### config.mk
export PLATFORM = sky130hd
export DESIGN_NAME = combined_lcg_shuffle_rng_core
export DESIGN_NICKNAME = d
export VERILOG_FILES = /design/src/hdl/clsr_pkg.sv /design/src/hdl/combined_lcg_shuffle_rng_core.sv
export SDC_FILE = /design/constraint.sdc
export NUM_CORES = 2
export LEC_CHECK = 0
export BUFFER_PORTS_ARGS = -buffer_cell sky130_fd_sc_hd__buf_4
export CAP_MARGIN = 20
export CORE_ASPECT_RATIO = 0.8
export CORE_MARGIN = 2
export CORE_UTILIZATION = 35
export CTS_BUF_LIST = sky130_fd_sc_hd__clkbuf_4
export CTS_CLUSTER_SIZE = 40
export DETAILED_ROUTE_END_ITERATION = 16
export HOLD_SLACK_MARGIN = 0.12
export PLACE_DENSITY_LB_ADDON = 0.05
export SLEW_MARGIN = 20
export SYNTH_ARGS = -nofsm -noshare
export SYNTH_HDL_FRONTEND = slang
export SYNTH_SLANG_ARGS = --single-unit
### constraint.sdc
create_clock -name clk -period 8.8 [get_ports clk]
set_input_delay 0.44 -clock clk [delete_from_list [all_inputs] [get_ports clk]]
set_output_delay 0.44 -clock clk [all_outputs]
set_load 0.03 [all_outputs]
### src/hdl/clsr_pkg.sv
// Package with the constants of the combined congruential generator with shuffle table.
`default_nettype none

package clsr_pkg;

	// Moduli of the two generators, both just below 2**31.
	localparam logic [30:0] MOD_ONE = 31'd2147483563;
	localparam logic [30:0] MOD_TWO = 31'd2147483399;

	// Multipliers of the two generators.
	localparam logic [15:0] MUL_ONE = 16'd40014;
	localparam logic [15:0] MUL_TWO = 16'd40692;

	// Distance of each modulus from 2**31, used to fold the upper product bits back in.
	localparam logic [7:0] FOLD_ONE = 8'd85;
	localparam logic [7:0] FOLD_TWO = 8'd249;

	// Largest output value; the output wraps into 1..OUT_MAX.
	localparam logic [30:0] OUT_MAX = 31'd2147483562;

	// Value of the second generator after reset.
	localparam logic [30:0] SECOND_RESET = 31'd123456789;

	// Warm-up steps beyond the table size at initialization.
	localparam int WARMUP_EXTRA = 8;

	// Default number of shuffle table entries.
	localparam int TABLE_ENTRIES_DEF = 32;

endpackage

`default_nettype wire

### src/hdl/combined_lcg_shuffle_rng_core.sv
// Combined congruential random generator with shuffle table, integer output.
// A plain draw runs two modular multiplies (multiply, fold, correct) on the one shared
// unit, first generator then second, then a table read and an output step. A new request
// is stalled until the draw has loaded the output register. An initialization first adds
// TABLE_ENTRIES + 8 warm-up steps of the first generator.
// Reset zeroes the first generator, presets the second and requests initialization.
`default_nettype none

module combined_lcg_shuffle_rng_core #(
	parameter int TABLE_ENTRIES = clsr_pkg::TABLE_ENTRIES_DEF
) (
	input  wire logic        clk,
	input  wire logic        arst_n,
	input  wire logic        seed_write,
	input  wire logic [30:0] seed_value,
	input  wire logic        in_valid,
	output logic             in_stall,
	input  wire logic        reseed,
	output logic             out_valid,
	input  wire logic        out_stall,
	output logic [30:0]      random_value
);

	localparam int IDX_W   = $clog2(TABLE_ENTRIES);
	localparam int WARM_W  = $clog2(TABLE_ENTRIES + clsr_pkg::WARMUP_EXTRA);
	localparam int DCNT_W  = 2;
	localparam logic [31:0] SLOT_DIV =
		32'(1 + int'(clsr_pkg::OUT_MAX) / TABLE_ENTRIES);
	localparam logic [IDX_W:0] SLOT_RECIP =
		(IDX_W + 1)'(64'd2147483648 / 64'(SLOT_DIV));
	localparam logic [DCNT_W-1:0] DIV_STEPS = DCNT_W'(2);
	localparam logic [WARM_W-1:0] WARM_LAST =
		WARM_W'(TABLE_ENTRIES + clsr_pkg::WARMUP_EXTRA - 1);
	localparam logic [WARM_W-1:0] WARM_TABLE = WARM_W'(TABLE_ENTRIES);
	localparam logic [IDX_W:0] SLOT_LIMIT = (IDX_W + 1)'(TABLE_ENTRIES);
	localparam logic [IDX_W-1:0] SLOT_MAX = IDX_W'(TABLE_ENTRIES - 1);

	typedef enum logic [2:0] {
		ST_IDLE,
		ST_MUL,
		ST_FOLD,
		ST_FIX,
		ST_READ,
		ST_OUT
	} state_t;

	state_t             state_q;
	logic               sel_q;
	logic               warm_q;
	logic [WARM_W-1:0]  step_q;
	logic [30:0]        seed_q;
	logic               init_pending_q;
	logic [30:0]        gen1_q;
	logic [30:0]        gen2_q;
	logic [30:0]        last_output_q;
	logic               out_valid_q;
	logic [30:0]        random_value_q;

	logic [46:0]        prod_q;
	logic [31:0]        fold_q;
	logic [30:0]        rd_q;

	logic [DCNT_W-1:0]  div_cnt_q;
	logic [30:0]        rem_q;
	logic [IDX_W-1:0]   quot_q;

	logic [30:0]        mem [TABLE_ENTRIES];

	// Shared unit operands and results.
	logic [30:0]        unit_arg;
	logic [15:0]        unit_mul;
	logic [7:0]         unit_fold;
	logic [30:0]        unit_mod;
	logic [30:0]        unit_res;
	logic [30:0]        start_val;

	logic               can_load;
	logic [31:0]        diff;
	logic [31:0]        wrapped;
	logic [30:0]        draw_res;
	logic [IDX_W-1:0]   slot;

	logic               div_start;
	logic [30:0]        div_src;
	logic [31:0]        div_back;
	logic [31:0]        div_rest;
	logic               div_take;

	logic               mem_we;
	logic [IDX_W-1:0]   mem_wa;
	logic [30:0]        mem_wd;

	// Operand selection of the shared modular multiplier.
	always_comb begin
		unit_arg  = sel_q ? gen2_q : gen1_q;
		unit_mul  = sel_q ? clsr_pkg::MUL_TWO : clsr_pkg::MUL_ONE;
		unit_fold = sel_q ? clsr_pkg::FOLD_TWO : clsr_pkg::FOLD_ONE;
		unit_mod  = sel_q ? clsr_pkg::MOD_TWO : clsr_pkg::MOD_ONE;
		unit_res  = (fold_q >= {1'b0, unit_mod}) ? 31'(fold_q - {1'b0, unit_mod})
			: fold_q[30:0];
	end

	// Initial generator value; a zero seed counts as one.
	assign start_val = (seed_q == 31'd0) ? 31'd1 : seed_q;

	// Output register may load when empty or when its result transfers now.
	assign can_load = !out_valid_q || !out_stall;

	// Slot number, saturated as a guard.
	assign slot = ({1'b0, quot_q} >= SLOT_LIMIT) ? SLOT_MAX : quot_q;

	// New output: table entry minus second generator, wrapped into 1..OUT_MAX.
	always_comb begin
		diff     = {1'b0, rd_q} - {1'b0, gen2_q};
		wrapped  = diff + {1'b0, clsr_pkg::OUT_MAX};
		draw_res = (diff[31] || diff == 32'd0) ? wrapped[30:0] : diff[30:0];
	end

	// The slot division starts as a draw begins its first multiply.
	always_comb begin
		div_start = 1'b0;
		div_src   = last_output_q;
		if (state_q == ST_IDLE && in_valid && !init_pending_q && !reseed) begin
			div_start = 1'b1;
		end else if (state_q == ST_FIX && warm_q && step_q == '0) begin
			div_start = 1'b1;
			div_src   = unit_res;
		end
	end

	// The reciprocal estimate is at most one below the true quotient; one compare fixes it.
	always_comb begin
		div_back = {{(32 - IDX_W){1'b0}}, quot_q} * SLOT_DIV;
		div_rest = {1'b0, rem_q} - div_back;
		div_take = (div_rest >= SLOT_DIV);
	end

	// Table write port: warm-up fill or refill of the drawn slot.
	always_comb begin
		mem_we = 1'b0;
		mem_wa = slot;
		mem_wd = gen1_q;
		if (state_q == ST_FIX && warm_q && step_q < WARM_TABLE) begin
			mem_we = 1'b1;
			mem_wa = step_q[IDX_W-1:0];
			mem_wd = unit_res;
		end else if (state_q == ST_OUT && can_load) begin
			mem_we = 1'b1;
		end
	end

	// Shuffle table storage with registered read.
	always_ff @(posedge clk) begin
		if (mem_we) begin
			mem[mem_wa] <= mem_wd;
		end
		if (state_q == ST_READ) begin
			rd_q <= mem[slot];
		end
	end

	// Datapath registers of the shared unit and the slot division.
	always_ff @(posedge clk) begin
		if (state_q == ST_MUL) begin
			prod_q <= {16'd0, unit_arg} * {31'd0, unit_mul};
		end
		if (state_q == ST_FOLD) begin
			fold_q <= 32'({16'd0, prod_q[46:31]} * {24'd0, unit_fold})
				+ {1'b0, prod_q[30:0]};
		end
		if (div_start) begin
			rem_q <= div_src;
		end else if (div_cnt_q == DIV_STEPS) begin
			quot_q <= IDX_W'(({{(IDX_W + 1){1'b0}}, rem_q} * {31'd0, SLOT_RECIP}) >> 31);
		end else if (div_cnt_q != '0) begin
			quot_q <= quot_q + IDX_W'(div_take);
		end
	end

	// Sequencer, generator state and output register.
	always_ff @(posedge clk or negedge arst_n) begin
		if (!arst_n) begin
			state_q        <= ST_IDLE;
			sel_q          <= 1'b0;
			warm_q         <= 1'b0;
			step_q         <= '0;
			seed_q         <= '0;
			init_pending_q <= 1'b1;
			gen1_q         <= '0;
			gen2_q         <= clsr_pkg::SECOND_RESET;
			last_output_q  <= '0;
			out_valid_q    <= 1'b0;
			random_value_q <= '0;
			div_cnt_q      <= '0;
		end else begin
			// Result transfer empties the output register unless a new result loads.
			if (out_valid_q && !out_stall && state_q != ST_OUT) begin
				out_valid_q <= 1'b0;
			end

			// Division step counter.
			if (div_start) begin
				div_cnt_q <= DIV_STEPS;
			end else if (div_cnt_q != '0) begin
				div_cnt_q <= div_cnt_q - 1'b1;
			end

			// Seed register write requests a fresh initialization.
			if (seed_write) begin
				seed_q         <= seed_value;
				init_pending_q <= 1'b1;
			end

			case (state_q)
				ST_IDLE: begin
					if (in_valid) begin
						sel_q   <= 1'b0;
						state_q <= ST_MUL;
						if (init_pending_q || reseed) begin
							gen1_q <= start_val;
							gen2_q <= start_val;
							warm_q <= 1'b1;
							step_q <= WARM_LAST;
						end else begin
							warm_q <= 1'b0;
						end
					end
				end
				ST_MUL: begin
					state_q <= ST_FOLD;
				end
				ST_FOLD: begin
					state_q <= ST_FIX;
				end
				ST_FIX: begin
					if (warm_q) begin
						gen1_q  <= unit_res;
						state_q <= ST_MUL;
						if (step_q == '0) begin
							last_output_q  <= unit_res;
							init_pending_q <= 1'b0;
							warm_q         <= 1'b0;
						end else begin
							step_q <= step_q - 1'b1;
						end
					end else if (!sel_q) begin
						gen1_q  <= unit_res;
						sel_q   <= 1'b1;
						state_q <= ST_MUL;
					end else begin
						gen2_q  <= unit_res;
						sel_q   <= 1'b0;
						state_q <= ST_READ;
					end
				end
				ST_READ: begin
					state_q <= ST_OUT;
				end
				ST_OUT: begin
					if (can_load) begin
						last_output_q  <= draw_res;
						random_value_q <= draw_res;
						out_valid_q    <= 1'b1;
						state_q        <= ST_IDLE;
					end
				end
				default: begin
					state_q <= ST_IDLE;
				end
			endcase
		end
	end

	assign in_stall     = (state_q != ST_IDLE);
	assign out_valid    = out_valid_q;
	assign random_value = random_value_q;

endmodule

`default_nettype wire

After elaboration in Yosys (flattened, before gate mapping)
Memories as Yosys holds them, arrays and structs flattened. A register that Yosys moved wholly into a read port is not among the register bits.
Index checks and enable logic that the tools add are counted.
{ "totals": {"output_inout_bits": 33, "n_memories": 1, "ramBits": 992, "inputBits": 37, "register_bits": 285, "wordCells": 142} }
{ "memory_table": {"columns": ["name", "words", "word_bits", "rd", "rd_clocked_by_memory_dff", "wr", "line_no", "text"], "rows": [
  ["mem", 32, 31, 1, 1, 1, "combined_lcg_shuffle_rng_core.sv:67", "logic [30:0] mem [TABLE_ENTRIES];"]
]} }
{ "classes": {"mux": 59, "n_reduce_logical": 35, "n_bitwise": 1, "n_lt_le_gt_ge": 3, "add_sub_neg": 8, "eq_ne": 16, "multipliers": 3} }
{ "ops": {"columns": ["op", "n"], "rows": [
  ["$mux 31", 16],
  ["$pmux 31 s2", 3],
  ["$sub 31x31->32", 2],
  ["$mul 31x16->47", 1],
  ["$add 24x31->32", 1],
  ["$ge 32x26->1 const B", 1],
  ["$ge 32x31->1", 1],
  ["$logic_not 32->1", 1],
  ["$add 31x31->31 const B", 1],
  ["$logic_not 31->1", 1],
  ["$sub 31x31->31", 1],
  ["$mul 5x25->30 const B", 1],
  ["$mul 16x8->24", 1],
  ["$mux 6", 4],
  ["$mux 1", 20],
  ["$pmux 3 s6", 1],
  ["$mux 8", 2],
  ["$mux 5", 3],
  ["$mux 3", 4],
  ["$ne 2x2->1 const B", 6],
  ["$pmux 6 s2", 1],
  ["$mux 10", 1],
  ["$reduce_and 5->1", 2],
  ["$reduce_bool 2->1", 5],
  ["22 further kinds", 45]
]} }

Depth between registers and ports, before layout
{ "logic_depth": {"depth_word": 7, "depth_mapped": 32, "mapped_depth_nobuf": 31} }

Worst setup path before layout
No wires, ideal clock.
{ "synth_timing": {"kind": "reg-to-reg", "start": "reg sel_q", "end": "reg prod_q[39], data pin", "synth_period_minus_slack_ns": 7.163, "stages_incl_launch_ff": 29, "required_time_ns": 8.540, "n_path_buf": 2, "path_slack_ns": 1.637, "setup_time_ns": 0.260, "arrival_time_ns": 6.903, "cell_sequence": "dfrtp_1 clkinv_1 clkbuf_1 clkbuf_1 nand2_1 fa_1 inv_1 fa_1 inv_1 fa_1 inv_1 fa_1 inv_1 fa_1 inv_1 fa_1 ha_1 a21o_1 a21o_1 a21oi_1 o21ai_0 a31oi_1 o221ai_1 o31ai_1 a21o_1 inv_1 o21ai_0 nor2b_1 xnor2_1"} }
{ "synth_via": {"elab_chain_cells": 2, "elab_cells_between_ends": 3, "cone_classes": "mul (1); mux (2)"} }
{ "synth_lines": {"columns": ["item", "line_no", "text"], "rows": [
  ["from (decl)", "combined_lcg_shuffle_rng_core.sv:48", "logic sel_q;"],
  ["from (signal assigned)", "combined_lcg_shuffle_rng_core.sv:184", "sel_q <= 1'b0;"],
  ["from (signal assigned)", "combined_lcg_shuffle_rng_core.sv:217", "sel_q <= 1'b0;"],
  ["from (signal assigned)", "combined_lcg_shuffle_rng_core.sv:248", "sel_q <= 1'b1;"],
  ["$mux 31 or $mux 10 (tied branches)", "combined_lcg_shuffle_rng_core.sv:95, combined_lcg_shuffle_rng_core.sv:96", null],
  ["$mul 31x16->47 *", "combined_lcg_shuffle_rng_core.sv:165", "prod_q <= {16'd0, unit_arg} * {31'd0, unit_mul};"],
  ["to (signal assigned)", "combined_lcg_shuffle_rng_core.sv:165", null],
  ["to (decl)", "combined_lcg_shuffle_rng_core.sv:59", "logic [46:0] prod_q;"]
]} }
Every way passes the cells marked *; elsewhere a longest branch is shown, timed or not.
A chain may end at the register's enable or synchronous reset.

Worst setup path in the final report
{ "layout_timing": {"start": "reg quot_q[3]", "end": "reg quot_q[1], data pin"} }
{ "layout_via": {"elab_chain_cells": 6} }
{ "layout_lines": {"columns": ["item", "line_no", "text"], "rows": [
  ["from (decl)", "combined_lcg_shuffle_rng_core.sv:65", "logic [IDX_W-1:0] quot_q;"],
  ["from (signal assigned)", "combined_lcg_shuffle_rng_core.sv:174", "quot_q <= IDX_W'(({{(IDX_W + 1){1'b0}}, rem_q} * {31'd0, SLOT_RECIP}) >> 31);"],
  ["from (signal assigned)", "combined_lcg_shuffle_rng_core.sv:176", "quot_q <= quot_q + IDX_W'(div_take);"],
  ["$mul 5x25->30", "combined_lcg_shuffle_rng_core.sv:133", "div_back = {{(32 - IDX_W){1'b0}}, quot_q} * SLOT_DIV;"],
  ["$sub 31x31->32", "combined_lcg_shuffle_rng_core.sv:134", "div_rest = {1'b0, rem_q} - div_back;"],
  ["$ge 32x26->1", "combined_lcg_shuffle_rng_core.sv:135", "div_take = (div_rest >= SLOT_DIV);"],
  ["$add 5x1->5", "combined_lcg_shuffle_rng_core.sv:176", null],
  ["$mux 5", "combined_lcg_shuffle_rng_core.sv:175", "end else if (div_cnt_q != '0) begin"],
  ["$mux 5", "combined_lcg_shuffle_rng_core.sv:173", "end else if (div_cnt_q == DIV_STEPS) begin"]
]} }
No other way between the ends. The select of a mux whose other input is x is not followed.

==> summary.txt <==
CTS
  – Clock transition at path regs: 0.06 ns
  – Clk_lat worst skew: 1.35 ns
  – CTS root buffer: clkbuf_4
  – H-tree depth: 5
  – Num CTS Buffers: 365
  – Clk sinks: 1305
  – Longest Clk Path Bufs: 4
  – CTS tree: built

Yosys
  – Yosys top cell area share: 0.4812
  – Synth cell types: 89
  – Mapped Area: 70890 um2
  – Main flop type after synthesis: edfxtp_1
  – #FFs+latches synth: 1305
  – Async SR Flop Fraction: 0.1295
  – Largest area contributor in the netlist: edfxtp_1
  – Ys Warns: 0
  – Synth Instances: 4870
  – Seq/Total Area, Yosys: 0.5411
  – Top cells by area, synth: edfxtp_1 48%, fa_1 11%, mux4_2 9.8%
  – Post-synth EDFFs: 1136
  – Synthesized Nets: 5639
  – Mapped Avg Cell Area: 14.56 um2

Status
  – Outcome: complete, no violations

Timing
  – RSZ-0062 raised after global routing: no
  – Fmax: 0.1197 GHz
  – Slew Limit Fails: 0
  – Fin crit period: 8.351 ns
  – Skew final: 0.1515 ns
  – Worst Max-Slew Pin Slew: 1.185 ns
  – Final worst slack: 0.4490 ns
  – Final setup vio count: 0
  – Final Cycle Share: 0.9490
  – Fin Setup TNS: 0 ns
  – Worst rel slew slack: 0.2071
  – Final hold vios: 0

Place
  – Port Buffers: 69
  – RePlAce Congestion: 0.8804
  – Placed Instances: 7568
  – Dpl ws: 0.5653 ns
  – DP HPWL: 146.0 mm

Worst hold path
  – Hold Path End: div_cnt_q[0]
  – Hold Path Class: primary input to register
  – Hold_sp: reseed
  – Hold path depth: 5

Final layout
  – Share of cells above drive strength 1: 0.2293
  – Fin cells: 8301
  – Area grow syn2layout: 14.50%
  – Final #Nets: 6127
  – Fill count: 18880

Global route
  – Initial antenna violation count: 18
  – Gr usage total: 0.2170
  – Largest net degree at the start of global routing: 133
  – GRT overflow: 0
  – Vias in the first global route: 43920
  – First-pass GRT wire length: 319.0 mm

Setup path
  – End of the worst register-to-register path: quot_q[1]
  – Reg2Reg Launch Point: quot_q[3]
  – Worst setup path start: quot_q[3]
  – Slowest stage delay, CP: 0.71 ns
  – Worst Path Buf+Inv: 3
  – Worst path top cell family by delay: adder cells
  – Required time worst endpoint: 9.86 ns
  – Max stage delay cell, worst path: fa_1
  – Reg-to-reg slack, setup: 0.45 ns
  – Critical Path Fanout Max: 7
  – Critical Path Sink Type: register
  – Crit path DAT: 9.41 ns
  – Crit path kind: register to register
  – Worst r2r path cells: 28
  – CP startpoint kind: register

Die
  – Die area: 206200 um2
  – Row count: 147
  – Die width: 507.2 um
  – Ports: 70
  – Die H: 406.5 um
  – Starting Density: 0.3527
  – Core ar.: 201000 um2

Route
  – Vias per cell: 5.178
  – Vias: 42980
  – First DRT Iteration DRCs: 4003
  – # DRC: 0
  – Wire length per cell: 26.51 um
  – Total length of routed wires: 220.1 mm
  – DRT antenna net count: 0
  – First-pass iteration count of the detailed router: 6

Flow run
  – Max Cap Viol: 0
==> through the flow <==
stage          hold slack (ns)    util  instance area [um2]
2_1_floorplan           0.1444       -                70890
3_3_place_gp            0.4519  0.3757                75530
3_5_place_dp            0.4485  0.3760                75590
4_1_cts                 0.1810  0.4036                81140
5_1_grt                 0.2358  0.4038                81170
6_report                0.3104  0.4038                81180
==> layout make-up <==
type,count,area (um2),share of cell area
flip-flops and latches,1305,38360,0.4726
multi-input cells,2807,30230,0.3724
clock buffers,533,4001,0.04929
well taps,2682,3356,0.04134
repair buffers,287,2495,0.03073
inverters,592,2227,0.02744
clock inverters,85,478.0,0.005888
diodes,10,25.02,0.0003083
==> kinds of logic after synthesis <==
logic type / after synthesis / synth area share
simple gates: 823 / 0.05439
fa+ha+maj: 732 / 0.1708
buf+inv: 758 / 0.04024
xor+xnor: 152 / 0.01878
flops: 1305 / 0.5411
compound gates: 690 / 0.06052
mux: 410 / 0.1141
==> placed cells by master, fill, tap and decap left out, drive strengths merged, types with 104 or more instances in the layout <==
cell type and count:
a21oi 184, buf 182, clkbuf 534, dfrtp 152, dlygate4sd3 104, edfxtp 1136, fa 393, ha 339
inv 598, mux4 310, nand2 288, nor2 229, o21ai 232
==> worst min-delay path: cells and delay by family <==
family / cells / cell delay (ns)
buffers and inverters: 3 / 0.91
and+or+nand+nor: 1 / 0.14
AOI/OAI and AO/OA: 1 / 0.06
==> timing repair <==
action / CTS / global route
resized for setup: 0 / 1
hold endpoints to repair: 296 / 0
endpoints found under the setup margin: 0 / 1
buffers inserted: 0 / 0
hold buffers: 105 / 0
==> synthesized netlist by cell type, types with 17 or more instances <==
cell,number
xnor2_1,103
clkbuf_1,138
nand2b_1,25
mux2_2,86
fa_1,393
o21ai_0,220
dfstp_2,17
o21bai_1,19
inv_1,591
xor2_1,49
dfrtp_1,152
nor4_1,18
and2_1,24
a31oi_1,27
nand3_1,51
o21a_1,26
nor3_1,35
and3_1,20
mux4_2,310
or3_1,18
edfxtp_1,1136
nand2_1,286
ha_1,339
nor2b_1,36
nor2_1,229
nand4_1,21
a21oi_1,184
a21o_1,61
buf_1,22
==> routing by layer <==
metal | wire, um | part of all wire | track usage
met1 | 106600 | 0.48 | 0.3270
met2 | 93180 | 0.42 | 0.3074
met3 | 15060 | 0.068 | 0.05521
met4 | 5053 | 0.023 | 0.05918
met5 | 192 | 0.00087 | 0.005650
==> sequential cells by signal (all words and copies together), names as in the netlist, 2 cells and up <==
signal / flops
last_output_q: 30
gen1_q: 31
div_cnt_q: 2
random_value: 31
state_q: 3
prod_q: 46
rd_q: 31
step_q: 6
mem: 992
quot_q: 5
seed_q: 31
fold_q: 32
gen2_q: 31
rem_q: 30
==> how the worst max path moves through the flow <==
stage	end	slack, ns	depth (start not counted)
after floorplan	prod_q[39]	1.64	28
after global placement	quot_q[1]	0.52	28
after detailed placement	quot_q[4]	0.57	30
after CTS	quot_q[1]	0.48	28
after global routing	quot_q[4]	0.02	30
final	quot_q[1]	0.45	28
Power is left out: the tool's default activity adds up to more than one toggle a clock period on the data nets, which glitch-free logic cannot reach.
